[src/sv/bag_pkg.sv]
`default_nettype none
// ---------------------------------------------------------------------------
// bag_pkg
// Shared types, codes and helper functions of the Bruck allgather scheduler.
// ---------------------------------------------------------------------------
package bag_pkg;

	localparam logic [16:0] MAX_MEMBERS = 17'd1024;
	localparam logic [15:0] COUNT_MAX   = 16'd4095;

	localparam int N_W      = 11;
	localparam int RANK_W   = 10;
	localparam int DIST_W   = 4;
	localparam int CNT_W    = 12;
	localparam int NUM_DIST = 11;
	localparam int CFG_W    = 11;
	localparam int CFG_IDX_W = 1;

	typedef enum logic [CFG_IDX_W-1:0] {
		CFG_MEMBER_COUNT = 1'd0,
		CFG_MY_RANK      = 1'd1
	} cfg_idx_t;

	typedef enum logic [1:0] {
		ACT_SEND     = 2'd0,
		ACT_ABSORB   = 2'd1,
		ACT_HOLD     = 2'd2,
		ACT_COMPLETE = 2'd3
	} action_t;

	typedef struct packed {
		logic              mode;
		logic [DIST_W-1:0] distance;
		logic [CNT_W-1:0]  count;
	} item_t;

	typedef struct packed {
		action_t           action;
		logic [RANK_W-1:0] peer_rank;
		logic [DIST_W-1:0] distance_res;
		logic [CNT_W-1:0]  count_res;
		logic              last;
	} res_t;

	typedef enum logic [3:0] {
		OP_NONE,
		OP_LOAD,
		OP_DIV,
		OP_START,
		OP_ABSORB_IN,
		OP_HOLD_IN,
		OP_SEND,
		OP_SEND_FINAL,
		OP_TAKE,
		OP_COMPLETE,
		OP_FLUSH
	} dp_op_t;

	typedef struct packed {
		dp_op_t op;
	} cmd_t;

	typedef struct packed {
		logic mode;
		logic div_last;
		logic ignore;
		logic arr_ready;
		logic d_lt_l;
		logic d_eq_l;
		logic d_gt_l;
		logic final_here;
		logic held_here;
		logic done_cnt;
		logic pend_valid;
		logic emit_ok;
	} sts_t;

	typedef enum logic [2:0] {
		ST_IDLE,
		ST_DIV,
		ST_DECIDE,
		ST_SEND,
		ST_FINAL,
		ST_TAKE,
		ST_CHECK,
		ST_FLUSH
	} state_t;

	function automatic logic [DIST_W-1:0] floor_log2(input logic [N_W-1:0] n);
		logic [DIST_W-1:0] k;
		k = '0;
		for (int i = 0; i < N_W; i++) begin
			if (n[i]) begin
				k = DIST_W'(i);
			end
		end
		return k;
	endfunction

	function automatic logic [DIST_W-1:0] ceil_log2(input logic [N_W-1:0] r);
		logic [DIST_W-1:0] k;
		k = DIST_W'(N_W - 1);
		for (int i = N_W - 1; i >= 0; i--) begin
			if ((N_W'(1) << i) >= r) begin
				k = DIST_W'(i);
			end
		end
		return k;
	endfunction

	function automatic logic [CNT_W-1:0] sat_count(input logic [CNT_W-1:0] c);
		logic [CNT_W-1:0] s;
		s = (16'(c) > COUNT_MAX) ? CNT_W'(COUNT_MAX) : c;
		return s;
	endfunction

	function automatic logic [CNT_W-1:0] sat_add(input logic [CNT_W-1:0] a,
		input logic [CNT_W-1:0] b);
		logic [16:0] s;
		logic [CNT_W-1:0] r;
		s = 17'(a) + 17'(b);
		r = (s > 17'(COUNT_MAX)) ? CNT_W'(COUNT_MAX) : CNT_W'(s);
		return r;
	endfunction

endpackage
`default_nettype wire

[src/sv/bruck_allgather_scheduler_core.sv]
`default_nettype none
// ---------------------------------------------------------------------------
// bruck_allgather_scheduler_core
// Bruck allgather round scheduler: turns starts and arrivals into actions.
// ---------------------------------------------------------------------------
// Usage:
//   item channel (item_valid/item_stall/item) takes a start or an arrival word.
//   res channel (res_valid/res_stall/res) delivers the actions it causes, in
//   order; res.last marks the final action of a word. An arrival that is out
//   of range or already absorbed produces no action.
//   cfg_write_en/cfg_index/cfg_wdata write member_count and my_rank; write
//   only while no word is in flight.
// Timing:
//   one word at a time; item_stall is high from acceptance until the sequencer
//   is idle again. It forms the rank remainder, then decides; a start or an
//   absorbed arrival then walks the rounds (send, final send, take of a held
//   count), checks for completion and flushes the last action.
//   Actions are staged one deep and then registered, so a stalled receiver
//   just freezes the sequencer; nothing is dropped.
// Reset: clears all gather state, member_count to 1 and my_rank to 0.
// ---------------------------------------------------------------------------
module bruck_allgather_scheduler_core (
	input  wire logic                          clk,
	input  wire logic                          arst_n,
	input  wire logic                          cfg_write_en,
	input  wire logic [bag_pkg::CFG_IDX_W-1:0] cfg_index,
	input  wire logic [bag_pkg::CFG_W-1:0]     cfg_wdata,
	input  wire logic                          item_valid,
	output logic                               item_stall,
	input  wire bag_pkg::item_t                item,
	output logic                               res_valid,
	input  wire logic                          res_stall,
	output bag_pkg::res_t                      res
);
	import bag_pkg::*;

	cmd_t cmd;
	sts_t sts;

	bag_ctrl u_ctrl (
		.clk        (clk),
		.arst_n     (arst_n),
		.item_valid (item_valid),
		.item_stall (item_stall),
		.sts        (sts),
		.cmd        (cmd)
	);

	bag_dpath u_dpath (
		.clk          (clk),
		.arst_n       (arst_n),
		.cfg_write_en (cfg_write_en),
		.cfg_index    (cfg_index),
		.cfg_wdata    (cfg_wdata),
		.item         (item),
		.res          (res),
		.res_valid    (res_valid),
		.res_stall    (res_stall),
		.cmd          (cmd),
		.sts          (sts)
	);

endmodule
`default_nettype wire

[src/sv/bag_rank_mod.sv]
`default_nettype none
// ---------------------------------------------------------------------------
// bag_rank_mod
// Restoring remainder unit: rank modulo member count, one bit per cycle.
// ---------------------------------------------------------------------------
module bag_rank_mod (
	input  wire logic                       clk,
	input  wire logic                       arst_n,
	input  wire logic                       start,
	input  wire logic                       step,
	input  wire logic [bag_pkg::RANK_W-1:0] rank,
	input  wire logic [bag_pkg::N_W-1:0]    divisor,
	output logic      [bag_pkg::RANK_W-1:0] rem,
	output logic                            last
);
	import bag_pkg::*;

	logic [RANK_W-1:0] rem_q;
	logic [3:0]        cnt_q;
	logic [3:0]        bit_idx;
	logic [N_W-1:0]    shifted;
	logic [N_W-1:0]    reduced;

	always_comb begin
		bit_idx = 4'(RANK_W - 1) - cnt_q;
		shifted = {rem_q, rank[bit_idx]};
		reduced = (shifted >= divisor) ? (shifted - divisor) : shifted;
	end

	always_ff @(posedge clk or negedge arst_n) begin
		if (!arst_n) begin
			rem_q <= '0;
			cnt_q <= '0;
		end else if (start) begin
			rem_q <= '0;
			cnt_q <= '0;
		end else if (step) begin
			rem_q <= RANK_W'(reduced);
			cnt_q <= cnt_q + 4'd1;
		end
	end

	assign rem  = rem_q;
	assign last = (cnt_q == 4'(RANK_W - 1));

endmodule
`default_nettype wire

[src/sv/bag_dpath.sv]
`default_nettype none
// ---------------------------------------------------------------------------
// bag_dpath
// Datapath: configuration, gather state, held counts, result staging.
// ---------------------------------------------------------------------------
module bag_dpath (
	input  wire logic                      clk,
	input  wire logic                      arst_n,
	input  wire logic                      cfg_write_en,
	input  wire logic [bag_pkg::CFG_IDX_W-1:0] cfg_index,
	input  wire logic [bag_pkg::CFG_W-1:0] cfg_wdata,
	input  wire bag_pkg::item_t            item,
	output bag_pkg::res_t                  res,
	output logic                           res_valid,
	input  wire logic                      res_stall,
	input  wire bag_pkg::cmd_t             cmd,
	output bag_pkg::sts_t                  sts
);
	import bag_pkg::*;

	// configuration
	logic [N_W-1:0]    member_count_q;
	logic [RANK_W-1:0] my_rank_q;

	// per-item copies
	item_t             item_q;
	logic [N_W-1:0]    n_q;
	logic [DIST_W-1:0] lvl_q;
	logic              has_final_q;
	logic [DIST_W-1:0] last_round_q;

	// gather state
	logic [CNT_W-1:0]    g_q;
	logic [NUM_DIST-1:0] recv_q;
	logic [NUM_DIST-1:0] held_q;
	logic [CNT_W-1:0]    held_cnt_q [NUM_DIST];
	logic [DIST_W-1:0]   d_q;

	// result staging
	res_t pend_q;
	logic pend_valid_q;
	res_t res_q;
	logic res_valid_q;

	logic [N_W-1:0]      n_eff;
	logic [N_W-1:0]      n_rem;
	logic [RANK_W-1:0]   rank_mod;
	logic                div_last;
	logic [DIST_W-1:0]   in_d;
	logic                in_le_l;
	logic                pred_in;
	logic [CNT_W-1:0]    add_b;
	logic [CNT_W-1:0]    g_sum;
	logic [DIST_W-1:0]   peer_dist;
	logic [CNT_W-1:0]    peer_tmp;
	logic [RANK_W-1:0]   peer;
	logic                emit;
	res_t                new_res;
	logic                push;
	res_t                push_res;
	logic                out_free;

	bag_rank_mod u_rank_mod (
		.clk     (clk),
		.arst_n  (arst_n),
		.start   (cmd.op == OP_LOAD),
		.step    (cmd.op == OP_DIV),
		.rank    (my_rank_q),
		.divisor (n_q),
		.rem     (rank_mod),
		.last    (div_last)
	);

	always_comb begin
		if (member_count_q == '0) begin
			n_eff = N_W'(1);
		end else if (17'(member_count_q) > MAX_MEMBERS) begin
			n_eff = N_W'(MAX_MEMBERS);
		end else begin
			n_eff = member_count_q;
		end
		n_rem = n_eff - (N_W'(1) << floor_log2(n_eff));
	end

	always_comb begin
		in_d    = item_q.distance;
		in_le_l = (in_d <= lvl_q);
		pred_in = in_le_l && ((in_d == '0) || recv_q[in_d - 4'd1]);
		add_b   = (cmd.op == OP_TAKE) ? held_cnt_q[d_q] : item_q.count;
		g_sum   = sat_add(g_q, add_b);

		// (n + rank - 2^d) stays below 2n, so one subtract wraps it
		peer_dist = (cmd.op == OP_SEND_FINAL) ? lvl_q : d_q;
		peer_tmp  = CNT_W'(n_q) + CNT_W'(rank_mod) - (CNT_W'(1) << peer_dist);
		if (peer_tmp >= CNT_W'(n_q)) begin
			peer_tmp = peer_tmp - CNT_W'(n_q);
		end
		peer = RANK_W'(peer_tmp);

		emit    = 1'b1;
		new_res = '{action: ACT_SEND, peer_rank: peer, distance_res: d_q,
			count_res: g_q, last: 1'b0};
		unique case (cmd.op)
			OP_ABSORB_IN: begin
				new_res.action       = ACT_ABSORB;
				new_res.peer_rank    = '0;
				new_res.distance_res = in_d;
				new_res.count_res    = g_sum;
			end
			OP_HOLD_IN: begin
				new_res.action       = ACT_HOLD;
				new_res.peer_rank    = '0;
				new_res.distance_res = in_d;
				new_res.count_res    = item_q.count;
			end
			OP_SEND: begin
			end
			OP_SEND_FINAL: begin
				new_res.distance_res = lvl_q;
			end
			OP_TAKE: begin
				new_res.action    = ACT_ABSORB;
				new_res.peer_rank = '0;
				new_res.count_res = g_sum;
			end
			OP_COMPLETE: begin
				new_res.action       = ACT_COMPLETE;
				new_res.peer_rank    = '0;
				new_res.distance_res = '0;
			end
			default: begin
				emit = 1'b0;
			end
		endcase

		out_free = !res_valid_q || !res_stall;
		push     = pend_valid_q && (emit || (cmd.op == OP_FLUSH));
		push_res = pend_q;
		push_res.last = (cmd.op == OP_FLUSH);
	end

	always_comb begin
		sts.mode       = item_q.mode;
		sts.div_last   = div_last;
		sts.ignore     = !in_le_l || recv_q[in_d];
		sts.arr_ready  = (g_q != '0) && pred_in;
		sts.d_lt_l     = (d_q < lvl_q);
		sts.d_eq_l     = (d_q == lvl_q);
		sts.d_gt_l     = (d_q > lvl_q);
		sts.final_here = has_final_q && (d_q == last_round_q);
		sts.held_here  = (d_q <= DIST_W'(NUM_DIST - 1)) && held_q[d_q];
		sts.done_cnt   = (g_q >= CNT_W'(n_q));
		sts.pend_valid = pend_valid_q;
		sts.emit_ok    = !pend_valid_q || out_free;
	end

	always_ff @(posedge clk or negedge arst_n) begin
		if (!arst_n) begin
			member_count_q <= N_W'(1);
			my_rank_q      <= '0;
		end else if (cfg_write_en) begin
			unique case (cfg_idx_t'(cfg_index))
				CFG_MEMBER_COUNT: member_count_q <= cfg_wdata;
				CFG_MY_RANK:      my_rank_q      <= cfg_wdata[RANK_W-1:0];
				default: begin
				end
			endcase
		end
	end

	always_ff @(posedge clk or negedge arst_n) begin
		if (!arst_n) begin
			g_q          <= '0;
			recv_q       <= '0;
			held_q       <= '0;
			d_q          <= '0;
			n_q          <= N_W'(1);
			lvl_q        <= '0;
			has_final_q  <= 1'b0;
			last_round_q <= '0;
			pend_valid_q <= 1'b0;
			res_valid_q  <= 1'b0;
		end else begin
			unique case (cmd.op)
				OP_LOAD: begin
					n_q          <= n_eff;
					lvl_q        <= floor_log2(n_eff);
					has_final_q  <= (n_rem != '0);
					last_round_q <= ceil_log2(n_rem);
				end
				OP_START: begin
					g_q    <= CNT_W'(1);
					recv_q <= '0;
					d_q    <= '0;
				end
				OP_ABSORB_IN: begin
					g_q    <= g_sum;
					recv_q <= recv_q | (NUM_DIST'(1) << in_d);
					d_q    <= in_d + 4'd1;
				end
				OP_HOLD_IN: begin
					held_q <= held_q | (NUM_DIST'(1) << in_d);
				end
				OP_TAKE: begin
					g_q    <= g_sum;
					recv_q <= recv_q | (NUM_DIST'(1) << d_q);
					held_q <= held_q & ~(NUM_DIST'(1) << d_q);
					d_q    <= d_q + 4'd1;
				end
				OP_COMPLETE: begin
					g_q    <= '0;
					recv_q <= '0;
					held_q <= '0;
				end
				default: begin
				end
			endcase

			if (emit) begin
				pend_valid_q <= 1'b1;
			end else if (cmd.op == OP_FLUSH) begin
				pend_valid_q <= 1'b0;
			end

			if (push) begin
				res_valid_q <= 1'b1;
			end else if (!res_stall) begin
				res_valid_q <= 1'b0;
			end
		end
	end

	always_ff @(posedge clk) begin
		if (cmd.op == OP_LOAD) begin
			item_q <= '{mode: item.mode, distance: item.distance,
				count: sat_count(item.count)};
		end
		if (cmd.op == OP_HOLD_IN) begin
			held_cnt_q[in_d] <= item_q.count;
		end
		if (emit) begin
			pend_q <= new_res;
		end
		if (push) begin
			res_q <= push_res;
		end
	end

	assign res       = res_q;
	assign res_valid = res_valid_q;

`ifndef ASSERT_OFF
	// a staged word never overwrites one the receiver has not taken
	assert property (@(posedge clk) disable iff (!arst_n)
		(push && res_valid_q) |-> !res_stall)
		else $error("result overwritten while stalled");

	// nothing is marked absorbed unless a collective is running
	assert property (@(posedge clk) disable iff (!arst_n)
		(g_q == '0) |-> (recv_q == '0))
		else $error("received mask set with no gathered count");
`endif

endmodule
`default_nettype wire

[src/sv/bag_ctrl.sv]
`default_nettype none
// ---------------------------------------------------------------------------
// bag_ctrl
// Sequencer: walks one item through setup, rounds, completion and flush.
// ---------------------------------------------------------------------------
module bag_ctrl (
	input  wire logic          clk,
	input  wire logic          arst_n,
	input  wire logic          item_valid,
	output logic               item_stall,
	input  wire bag_pkg::sts_t sts,
	output bag_pkg::cmd_t      cmd
);
	import bag_pkg::*;

	state_t state_q;
	state_t state_d;

	always_ff @(posedge clk or negedge arst_n) begin
		if (!arst_n) begin
			state_q <= ST_IDLE;
		end else begin
			state_q <= state_d;
		end
	end

	always_comb begin
		state_d = state_q;
		unique case (state_q)
			ST_IDLE: begin
				if (item_valid) begin
					state_d = ST_DIV;
				end
			end
			ST_DIV: begin
				if (sts.div_last) begin
					state_d = ST_DECIDE;
				end
			end
			ST_DECIDE: begin
				priority if (!sts.mode) begin
					state_d = ST_SEND;
				end else if (sts.ignore) begin
					state_d = ST_IDLE;
				end else if (sts.emit_ok) begin
					state_d = sts.arr_ready ? ST_SEND : ST_FLUSH;
				end
			end
			ST_SEND: begin
				priority if (sts.d_gt_l) begin
					state_d = ST_CHECK;
				end else if (sts.d_eq_l || sts.emit_ok) begin
					state_d = sts.final_here ? ST_FINAL : ST_TAKE;
				end
			end
			ST_FINAL: begin
				if (sts.emit_ok) begin
					state_d = ST_TAKE;
				end
			end
			ST_TAKE: begin
				priority if (!sts.held_here) begin
					state_d = ST_CHECK;
				end else if (sts.emit_ok) begin
					state_d = sts.d_lt_l ? ST_SEND : ST_CHECK;
				end
			end
			ST_CHECK: begin
				if (!sts.done_cnt || sts.emit_ok) begin
					state_d = ST_FLUSH;
				end
			end
			ST_FLUSH: begin
				if (sts.emit_ok) begin
					state_d = ST_IDLE;
				end
			end
			default: begin
				state_d = ST_IDLE;
			end
		endcase
	end

	always_comb begin
		item_stall = (state_q != ST_IDLE);
		cmd.op     = OP_NONE;
		unique case (state_q)
			ST_IDLE: begin
				if (item_valid) begin
					cmd.op = OP_LOAD;
				end
			end
			ST_DIV: begin
				cmd.op = OP_DIV;
			end
			ST_DECIDE: begin
				priority if (!sts.mode) begin
					cmd.op = OP_START;
				end else if (sts.ignore) begin
					cmd.op = OP_NONE;
				end else if (sts.emit_ok) begin
					cmd.op = sts.arr_ready ? OP_ABSORB_IN : OP_HOLD_IN;
				end
			end
			ST_SEND: begin
				if (sts.d_lt_l && sts.emit_ok) begin
					cmd.op = OP_SEND;
				end
			end
			ST_FINAL: begin
				if (sts.emit_ok) begin
					cmd.op = OP_SEND_FINAL;
				end
			end
			ST_TAKE: begin
				if (sts.held_here && sts.emit_ok) begin
					cmd.op = OP_TAKE;
				end
			end
			ST_CHECK: begin
				if (sts.done_cnt && sts.emit_ok) begin
					cmd.op = OP_COMPLETE;
				end
			end
			ST_FLUSH: begin
				if (sts.emit_ok) begin
					cmd.op = OP_FLUSH;
				end
			end
			default: begin
				cmd.op = OP_NONE;
			end
		endcase
	end

`ifndef ASSERT_OFF
	// the last word of an item is always flushed before the next is taken
	assert property (@(posedge clk) disable iff (!arst_n)
		(state_q == ST_IDLE) |-> !sts.pend_valid)
		else $error("pending word left behind in idle");

	// a word is staged only when the staging slot can move on
	assert property (@(posedge clk) disable iff (!arst_n)
		(cmd.op == OP_ABSORB_IN || cmd.op == OP_HOLD_IN || cmd.op == OP_SEND ||
		 cmd.op == OP_SEND_FINAL || cmd.op == OP_TAKE || cmd.op == OP_COMPLETE ||
		 cmd.op == OP_FLUSH) |-> sts.emit_ok)
		else $error("word staged while output blocked");
`endif

endmodule
`default_nettype wire
[config.mk]
export PLATFORM = sky130hd
export DESIGN_NAME = bruck_allgather_scheduler_core
export DESIGN_NICKNAME = d
export VERILOG_FILES = /design/src/sv/bag_pkg.sv /design/src/sv/bruck_allgather_scheduler_core.sv /design/src/sv/bag_rank_mod.sv /design/src/sv/bag_dpath.sv /design/src/sv/bag_ctrl.sv
export SDC_FILE = /design/constraint.sdc
export NUM_CORES = 1
export LEC_CHECK = 0
export ABC_AREA = 1
export BUFFER_PORTS_ARGS = -buffer_cell sky130_fd_sc_hd__buf_2
export CORE_ASPECT_RATIO = 1.1
export CORE_MARGIN = 2
export CORE_UTILIZATION = 31
export DETAILED_ROUTE_END_ITERATION = 8
export HOLD_SLACK_MARGIN = 0.12
export PLACE_DENSITY = 0.49
export SYNTH_ARGS = -nofsm -noshare
export SYNTH_HDL_FRONTEND = slang
export SYNTH_SLANG_ARGS = --single-unit
[constraint.sdc]
create_clock -name clk -period 6.7 [get_ports clk]
set_input_delay 0.335 -clock clk [delete_from_list [all_inputs] [get_ports clk]]
set_output_delay 0.335 -clock clk [all_outputs]
set_load 0.02 [all_outputs]
# Yosys cells after proc, flatten, opt, wreduce, memory -nomap -nowiden
# Memory sizes are Yosys's and may differ from the RTL's.
# Index checks and enable logic that the tools add are counted.
# totals
input_bits	34
word_cells	220
out_inout_bits	31
register_bits	172
ram_bits	132
n_memories	1
# classes
n_reduce_logical	39
n_shift	4
eq_ne	29
n_addsub	11
mux	80
bitwise	6
n_lt_le_gt_ge	23
# mem_list
name	words	word_bits	rd	rd_clocked_by_memory_dff	write_ports	line	source
u_dpath.held_cnt_q	11	12	1	0	1	bag_dpath.sv:36	logic [CNT_W-1:0] held_cnt_q [NUM_DIST];
# ops
operator	n
$mux W4	20
$pmux W12 S3	2
$pmux W11 S3	2
$mux W3	20
$mux W10	4
$or A11 B11 Y11	3
$shl A1 B4 Y11 const A	3
$pmux W4 S8	1
$ge A12 B11 Y1	2
$mux W12	2
$pmux W12 S2	1
$pmux W3 S8	1
$pmux W4 S3	2
$mux W11	2
$lt A4 B5 Y1 const B	4
$sub A10 B10 Y10	2
$gt A17 B12 Y1 const B	1
$bmux W1 S4	4
$eq A4 B3 Y1 const B	4
$eq A4 B4 Y1 const B	4
$mux W1	15
$reduce_bool A3 Y1	5
$add A12 B12 Y13	1
$add A11 B10 Y12	1
50 further kinds	86

# Depth between registers and ports, before layout
# Gate-level depths: netlist of run 1.
# logic_depth
ltp_word	26
mapped_depth	40

# Hierarchy
# From an unflattened synthesis of run 1, not the netlist that was laid out.
# hier_totals
hier_cells	1829
area_unflattened_um2	16687.3
# by_module_without_submodules
module	cells_per_inst	instances	area_each_um2
bag_dpath	1510	1	14734.1
bag_rank_mod	233	1	1472.7
bag_ctrl	86	1	480.5

# Worst setup path before layout of run 1
# No wires, ideal clock.
# synth_timing
path_kind	reg-to-reg
from	reg u_dpath.n_q[1]
to	reg u_dpath.pend_q[3] (netlist name), data pin
arrival_time_ns	5.206
path_buffers	2
synth_period_minus_slack_ns	5.368
path_stages_with_launch	39
path_slack_ns	1.332
path_cell_list	dfrtp_1 inv_1 ha_1 a21boi_0 o21a_1 o21a_1 nor2_1 o221ai_1 nand2_1 nand2_1 nand2_1 nand2_1 nand3_1 nand3_1 nand2_1 nand2_1 inv_1 buf_2 [3 not listed] ha_1 inv_1 fa_1 nor2_1 o21ai_0 nand2_1 a21oi_1 o21bai_1 a21oi_1 o21bai_1 nand2_1 o21ai_0 inv_1 o21ai_0 clkinv_1 o21ai_0 nand2_1 o221ai_1
# synth_lines
element	line	source
start: declaration	bag_dpath.sv:27	logic [N_W-1:0] n_q;
start signal: assignment	bag_dpath.sv:186	n_q <= n_eff;
end signal: assignment	bag_dpath.sv:242	pend_q <= new_res;
end: declaration	bag_dpath.sv:40	res_t pend_q;

==> results by group, run 1 <==
Setup path
  – CP max stage cell: dlygate4sd3_1
  – R2r setup slk: 0.77 ns
  – Crit path kind: input pin to flop
  – Worst Setup Start Kind: input pin
  – Critical path's most frequent cell: inv_1
  – Worst reg2reg path depth: 30
  – Worst EP required: 6.97 ns
  – Reg2reg end: u_dpath.pend_q[23]$_DFFE_PP_
  – Crit-path max FO: 20
  – Crit-path leading delay family: compound AO/OA/AOI/OAI gates
  – Worst path bufs/invs: 9
  – FF-to-FF Start: u_ctrl.state_q[2]$_DFFE_PN0P_
  – Crit path DAT: 6.23 ns
  – Element type at the critical path end: flop
  – CP max stage delay: 0.52 ns

Clock network
  – Clk_lat worst skew: 0.54 ns
  – TritonCTS Buffers: 35
  – CTS clock-pin slew for the worst setup and hold paths: 0.06 ns
  – CTS tree: built
  – TritonCTS Sinks: 304
  – Htree depth: 2
  – Clock Tree Root: clkbuf_16
  – Setup Fix Bufs, Post-CTS: 0
  – CTS max path bufs: 3

Global routing
  – Tot GR Track Use: 0.165
  – Largest net degree at the start of global routing: 51
  – Initial antenna violation count: 2
  – Number of global-route vias before repair: 12400
  – Global route overflow: 0
  – First-pass GRT wire length: 70500 um

Run status
  – Run status: finished clean

Synthesis
  – Synth area leader: edfxtp_1
  – Register area share after synthesis: 0.533
  – Post-synth top area share: 0.381
  – Synth top area cells: edfxtp_1 38%, dfrtp_1 15%, ha_1 6.5%, nand2_1 6.0%, inv_1 4.9%
  – Seq cells post-synth: 304
  – Mean Syn Cell Area: 9.75 um^2
  – Synth cell types: 59
  – Top_reg_cell synth: edfxtp_1
  – Top post-synthesis cells by count: 261 x nand2_1, 213 x inv_1, 206 x edfxtp_1
  – Post-synthesis cell area: 16200 um^2
  – Syn nets: 1796
  – Yosys warnings: 0
  – Most frequent cell after synthesis: nand2_1
  – Synth Instances: 1664
  – Post-synth EDFFs: 206
  – Asr flop ratio synth: 0.322

Cells and area
  – Nets@finish: 1914
  – Fraction of layout cells with a size suffix above 1: 0.122
  – Post-route cell area: 18900 um^2
  – Util after Layout: 0.368
  – FF/Latch Area: 8640 um^2
  – Area grow syn2layout: 16.8%
  – Area of the multi-input gates: 6560 um^2
  – Layout fillers: 5149

Detailed routing
  – Total Wirelength: 44500 um
  – DRC Markers: 0
  – Vias: 12400
  – Wire per inst: 18.0 um
  – Antenna violation net count after detailed routing: 0
  – DR pass1 iterations: 5
  – Initial drt markers: 894
  – Post-DR vias/cell: 4.99

Die
  – FP Rows: 87
  – Core region area: 51500 um^2
  – Die Y: 244 um
  – Initial Utilization: 0.315
  – Die ar.: 54200 um^2
  – Top Ports: 65
  – Chip width: 222 um

STA
  – Final setup fails: 0
  – Worst Tran Pin Value: 0.978 ns
  – RSZ-0062 raised after global routing: no
  – Slew Limit Fails: 0
  – Slew margin rel.: 0.347
  – Final Critical Period: 5.96 ns
  – Period utilisation layout: 0.889
  – Clock skew: 0.0233 ns
  – Setup TNS: 0 ns
  – Final hold violation count: 0
  – Hold_ws: 0.404 ns
  – Max Clk Rate: 168 MHz

Place
  – Dpl hpwl: 31500 um
  – GP Congestion: 0.866
  – PortBufs: 64
  – Placed cell areas: 17500 um^2

Flow run
  – Max cap viols: 0

Power and ir drop
  – Leak pwr: 7.95 nW
  – Cell Pwr Density: 568 nW/um^2
  – Total Power: 10.8 mW
  – Max IR drop VDD: 0.346 mV

Min path
  – Hold Path Class: input pin to asynchronous set/reset pin
-- where the power goes --
| group | internal [mW] | switching [mW] | total, mW | leakage, nW |
|---|---|---|---|---|
| Sequential | 2.72 | 0.295 | 3.02 | 3.11 |
| Combinational | 2.20 | 3.57 | 5.77 | 4.27 |
| Clock | 1.17 | 0.798 | 1.97 | 0.561 |
-- layout by cell type (no fill, tap or decap), types with 30 or more instances in the layout --
cell / count
a21oi_1: 62
buf_2: 63
buf_4: 35
clkbuf_16: 36
dfrtp_1: 96
dlygate4sd3_1: 30
edfxtp_1: 206
ha_1: 84
inv_1: 212
nand2_1: 261
nand3_1: 66
nor2_1: 125
o21ai_0: 158
o22ai_1: 80
-- worst max path at each step --
stage,startpoint,end,slack [ns],depth (start not counted)
floorplan,u_dpath.n_q[1]$_DFFE_PN0N_,u_dpath.pend_q[3]$_DFFE_PP_,1.33,38
detailed placement,res_stall,u_dpath.pend_q[23]$_DFFE_PP_,0.50,30
CTS,res_stall,u_dpath.pend_q[23]$_DFFE_PP_,0.52,31
finish,res_stall,u_dpath.pend_q[23]$_DFFE_PP_,0.74,32
global route,u_ctrl.state_q[2]$_DFFE_PN0P_,u_dpath.pend_q[24]$_DFFE_PP_,0.02,30
global placement,res_stall,u_dpath.pend_q[24]$_DFFE_PP_,0.68,27
-- cell families after synthesis --
family	after synthesis	share of synthesized area
AO/OA/AOI/OAI	392	0.142
XOR/XNOR	44	0.0242
adder cells (fa/ha/maj)	98	0.0821
buffers and inverters	271	0.0640
flip-flops	304	0.533
AND/OR/NAND/NOR	555	0.155
-- per-stage QoR --
stage               setup WS, ns  std cells
floorplan                   1.33       1664
finish                     0.740       2476
CTS                        0.519       2475
global route              0.0205       2476
detailed placement         0.503       2382
global placement           0.677       2382
-- timing repair --
action,in CTS,in global routing
endpoints found under the setup margin,0,10
endpoints found under the hold margin,85,0
gates resized for setup,0,2
hold buffers,30,0
-- metal layers --
layer | part of all wire | global-route usage | up-vias
met4 | 0.029 | 0.0554 | 0
met5 | 0 | 0 | -
li1 | - | - | 6021
met1 | 0.46 | 0.226 | 5991
met2 | 0.47 | 0.270 | 278
met3 | 0.044 | 0.0234 | 76
-- flip-flops by register name, indices dropped and copies added, names as in the netlist --
| register | count |
|---|---|
| u_ctrl.state_q | 3 |
| u_dpath.d_q | 4 |
| u_dpath.g_q | 12 |
| u_dpath.has_final_q | 1 |
| u_dpath.held_cnt_q | 132 |
| u_dpath.held_q | 11 |
| u_dpath.in_d | 4 |
| u_dpath.item_q | 12 |
| u_dpath.last_round_q | 4 |
| u_dpath.lvl_q | 4 |
| u_dpath.member_count_q | 11 |
| u_dpath.my_rank_q | 10 |
| u_dpath.n_q | 11 |
| u_dpath.pend_q | 28 |
| u_dpath.pend_valid_q | 1 |
| u_dpath.recv_q | 11 |
| u_dpath.res | 29 |
| u_dpath.res_valid | 1 |
| u_dpath.sts | 1 |
| u_dpath.u_rank_mod.cnt_q | 4 |
| u_dpath.u_rank_mod.rem | 10 |
-- area by class of cell --
cell class | count | share of cell area
timing repair buffer | 128 | 0.0464
clock inverter | 18 | 0.0118
multi-input combinational | 1089 | 0.347
tap | 667 | 0.0441
inverter | 224 | 0.0445
sequential | 304 | 0.456
clock buffer | 45 | 0.0504
antenna | 1 | 0.000132
(Power assumes the default switching activity.)
==> run 2, diff against run 1 <==
- REMOVE_ABC_BUFFERS: default -> 1
- clock period: 6.7 -> 5.7 ns (I/O delays scaled with it)
==> results by group, run 2 (same netlist as run 1, synthesis figures left out) <==
STA
  – Period utilisation layout: 0.944
  – Worst Tran Pin Value: 0.853 ns
  – Final setup fails: 0
  – Setup TNS: 0 ns
  – Clock skew: 0.0204 ns
  – Slew Limit Fails: 0
  – Max Clk Rate: 186 MHz
  – Final Critical Period: 5.38 ns
  – Final hold violation count: 0
  – Slew margin rel.: 0.432
  – Final setup margin: 0.318 ns

Setup path
  – Crit path DAT: 5.66 ns
  – Worst reg2reg path depth: 30
  – Reg2reg end: u_dpath.pend_q[20]$_DFFE_PP_
  – Crit-path max FO: 20
  – CP max stage delay: 0.52 ns
  – Crit-path leading delay family: compound AO/OA/AOI/OAI gates
  – Critical path's most frequent cell: inv_1
  – Worst path bufs/invs: 10
  – R2r setup slk: 0.32 ns
  – FF-to-FF Start: u_ctrl.state_q[1]$_DFFE_PN0P_
  – Worst EP required: 5.98 ns
  – CP max stage cell: dlygate4sd3_1
  – Worst Setup Start Kind: input pin
  – Crit path kind: input pin to flop
  – Element type at the critical path end: flop

Detailed routing
  – Wire per inst: 17.6 um
  – DR pass1 iterations: 5
  – Total Wirelength: 44300 um
  – Antenna violation net count after detailed routing: 0
  – Post-DR vias/cell: 4.90
  – DRC Markers: 0
  – Initial drt markers: 748
  – Vias: 12300

Cells and area
  – Area grow syn2layout: 19.3%
  – Most frequent cells in the layout: 257 x nand2_1, 210 x inv_1, 206 x edfxtp_1
  – Fraction of layout cells with a size suffix above 1: 0.151
  – Max reg flops: 132
  – Fin cells: 2519
  – Layout fillers: 5111
  – Most common cell after layout, fill and taps aside: nand2_1
  – Area of the multi-input gates: 6630 um^2
  – Top reg by flops: u_dpath.held_cnt_q
  – FF/Latch Area: 8640 um^2
  – Nets@finish: 1957
  – Inserted Diodes: 0

Run status
  – Run status: finished clean

Global routing
  – Global route overflow: 0
  – Initial antenna violation count: 0
  – Tot GR Track Use: 0.165
  – Number of global-route vias before repair: 12400
  – Largest net degree at the start of global routing: 60
  – First-pass GRT wire length: 69900 um

Min path
  – Hold Path Class: input pin to asynchronous set/reset pin

Power and ir drop
  – Comb power frac: 0.546
  – Cell-internal power: 7.43 mW
  – Max IR drop VDD: 0.529 mV
  – Seq pwr share: 0.274
  – Clock power share: 0.180
  – Switching Fraction: 0.427
  – Sw power: 5.53 mW
  – Cell Pwr Density: 670 nW/um^2
  – Leak pwr: 8.19 nW
  – Total Power: 13.0 mW

Die
  – Initial Utilization: 0.315
  – Core region area: 51500 um^2
  – Chip width: 222 um
  – Die Y: 244 um
  – Top Ports: 65
  – FP Rows: 87
  – Die ar.: 54200 um^2

Clock network
  – Htree depth: 2
  – CTS tree: built
  – TritonCTS Sinks: 304
  – CTS clock-pin slew for the worst setup and hold paths: 0.06 ns
  – Clk_lat worst skew: 0.56 ns
  – TritonCTS Buffers: 36
  – Clock Tree Root: clkbuf_16
  – CTS max path bufs: 3

Place
  – Cell total after placement: 2415
  – Post-Place Worst Slack: -0.112 ns
  – GP Congestion: 0.859
  – PortBufs: 64
  – Dpl hpwl: 32200 um

Flow run
  – Max cap viols: 0
==> run 2: changes by cell type in the layout (fill, tap and decap cells not counted), sizes merged <==
cell / delta
buf: +42
clkbuf: +3
diode: -1
clkinvlp: -3
inv: +1
clkinv: +1
==> run 2: cell type report <==
type / count / share of cell area
clock inverter: 17 / 0.0116
multi-input combinational: 1089 / 0.342
clock buffer: 48 / 0.0499
sequential: 304 / 0.447
timing repair buffer: 170 / 0.0625
inverter: 224 / 0.0436
tap: 667 / 0.0431
==> run 2: worst reg2reg max path, delay by kind of cell, from the launching register on <==
kind                       cells  cell delay (ns)
buffers and inverters          9             0.87
xor gates and xnor gates       1             0.23
and+or+nand+nor                8             1.19
AOI/OAI and AO/OA              9             1.52
DFF                            1             0.41
adders and majority gates      3             0.90
==> run 2: how the worst max path moves through the flow <==
stage                                  start                           end  slack (ns)  cells after the start
6_report                           res_stall  u_dpath.pend_q[20]$_DFFE_PP_        0.32                     31
4_1_cts        u_ctrl.state_q[1]$_DFFE_PN0P_  u_dpath.pend_q[26]$_DFFE_PP_        0.05                     30
3_5_place_dp                       res_stall  u_dpath.pend_q[26]$_DFFE_PP_       -0.11                     29
5_1_grt        u_ctrl.state_q[1]$_DFFE_PN0P_  u_dpath.pend_q[20]$_DFFE_PP_       -0.05                     32
2_1_floorplan     u_dpath.d_q[0]$_DFFE_PN0P_   u_dpath.pend_q[3]$_DFFE_PP_       -0.45                     31
3_3_place_gp                       res_stall  u_dpath.pend_q[22]$_DFFE_PP_        0.10                     30
==> run 2: repair_timing <==
item	CTS	global route
gates resized for setup	2	34
endpoints found under the hold margin	95	0
endpoints found under the setup margin	10	34
pin swaps	0	7
setup buffers	0	9
hold buffers	30	0
gates cloned	0	0
==> run 2: per-layer routing <==
layer	up-vias	wire length, um	GRT usage	share of wire
met3	70	1940	0.0254	0.044
li1	6092	-	-	-
met1	5919	20000	0.218	0.45
met4	0	1240	0.0556	0.028
met5	-	0	0	0
met2	262	21100	0.275	0.48
==> run 2: metrics by stage <==
| step | area (um^2) | util | hold WS (ns) |
|---|---|---|---|
| after floorplan | 16000 | - | -0.0106 |
| after global placement | 17700 | 0.344 | 0.404 |
| after detailed placement | 17700 | 0.344 | 0.406 |
| after CTS | 19200 | 0.373 | 0.347 |
| after global routing | 19300 | 0.376 | 0.407 |
| final | 19300 | 0.376 | 0.375 |
==> run 2: power by group through the flow <==
| stage | Sequential (mW) | Combinational (mW) | Clock [mW] |
|---|---|---|---|
| after global placement | 3.60 | 6.73 | 0 |
| after detailed placement | 3.60 | 6.83 | 0 |
| after CTS | 3.56 | 6.86 | 2.41 |
| after global routing | 3.62 | 8.08 | 2.48 |
| final | 3.56 | 7.08 | 2.33 |
| after floorplan | 3.63 | 4.89 | 0 |
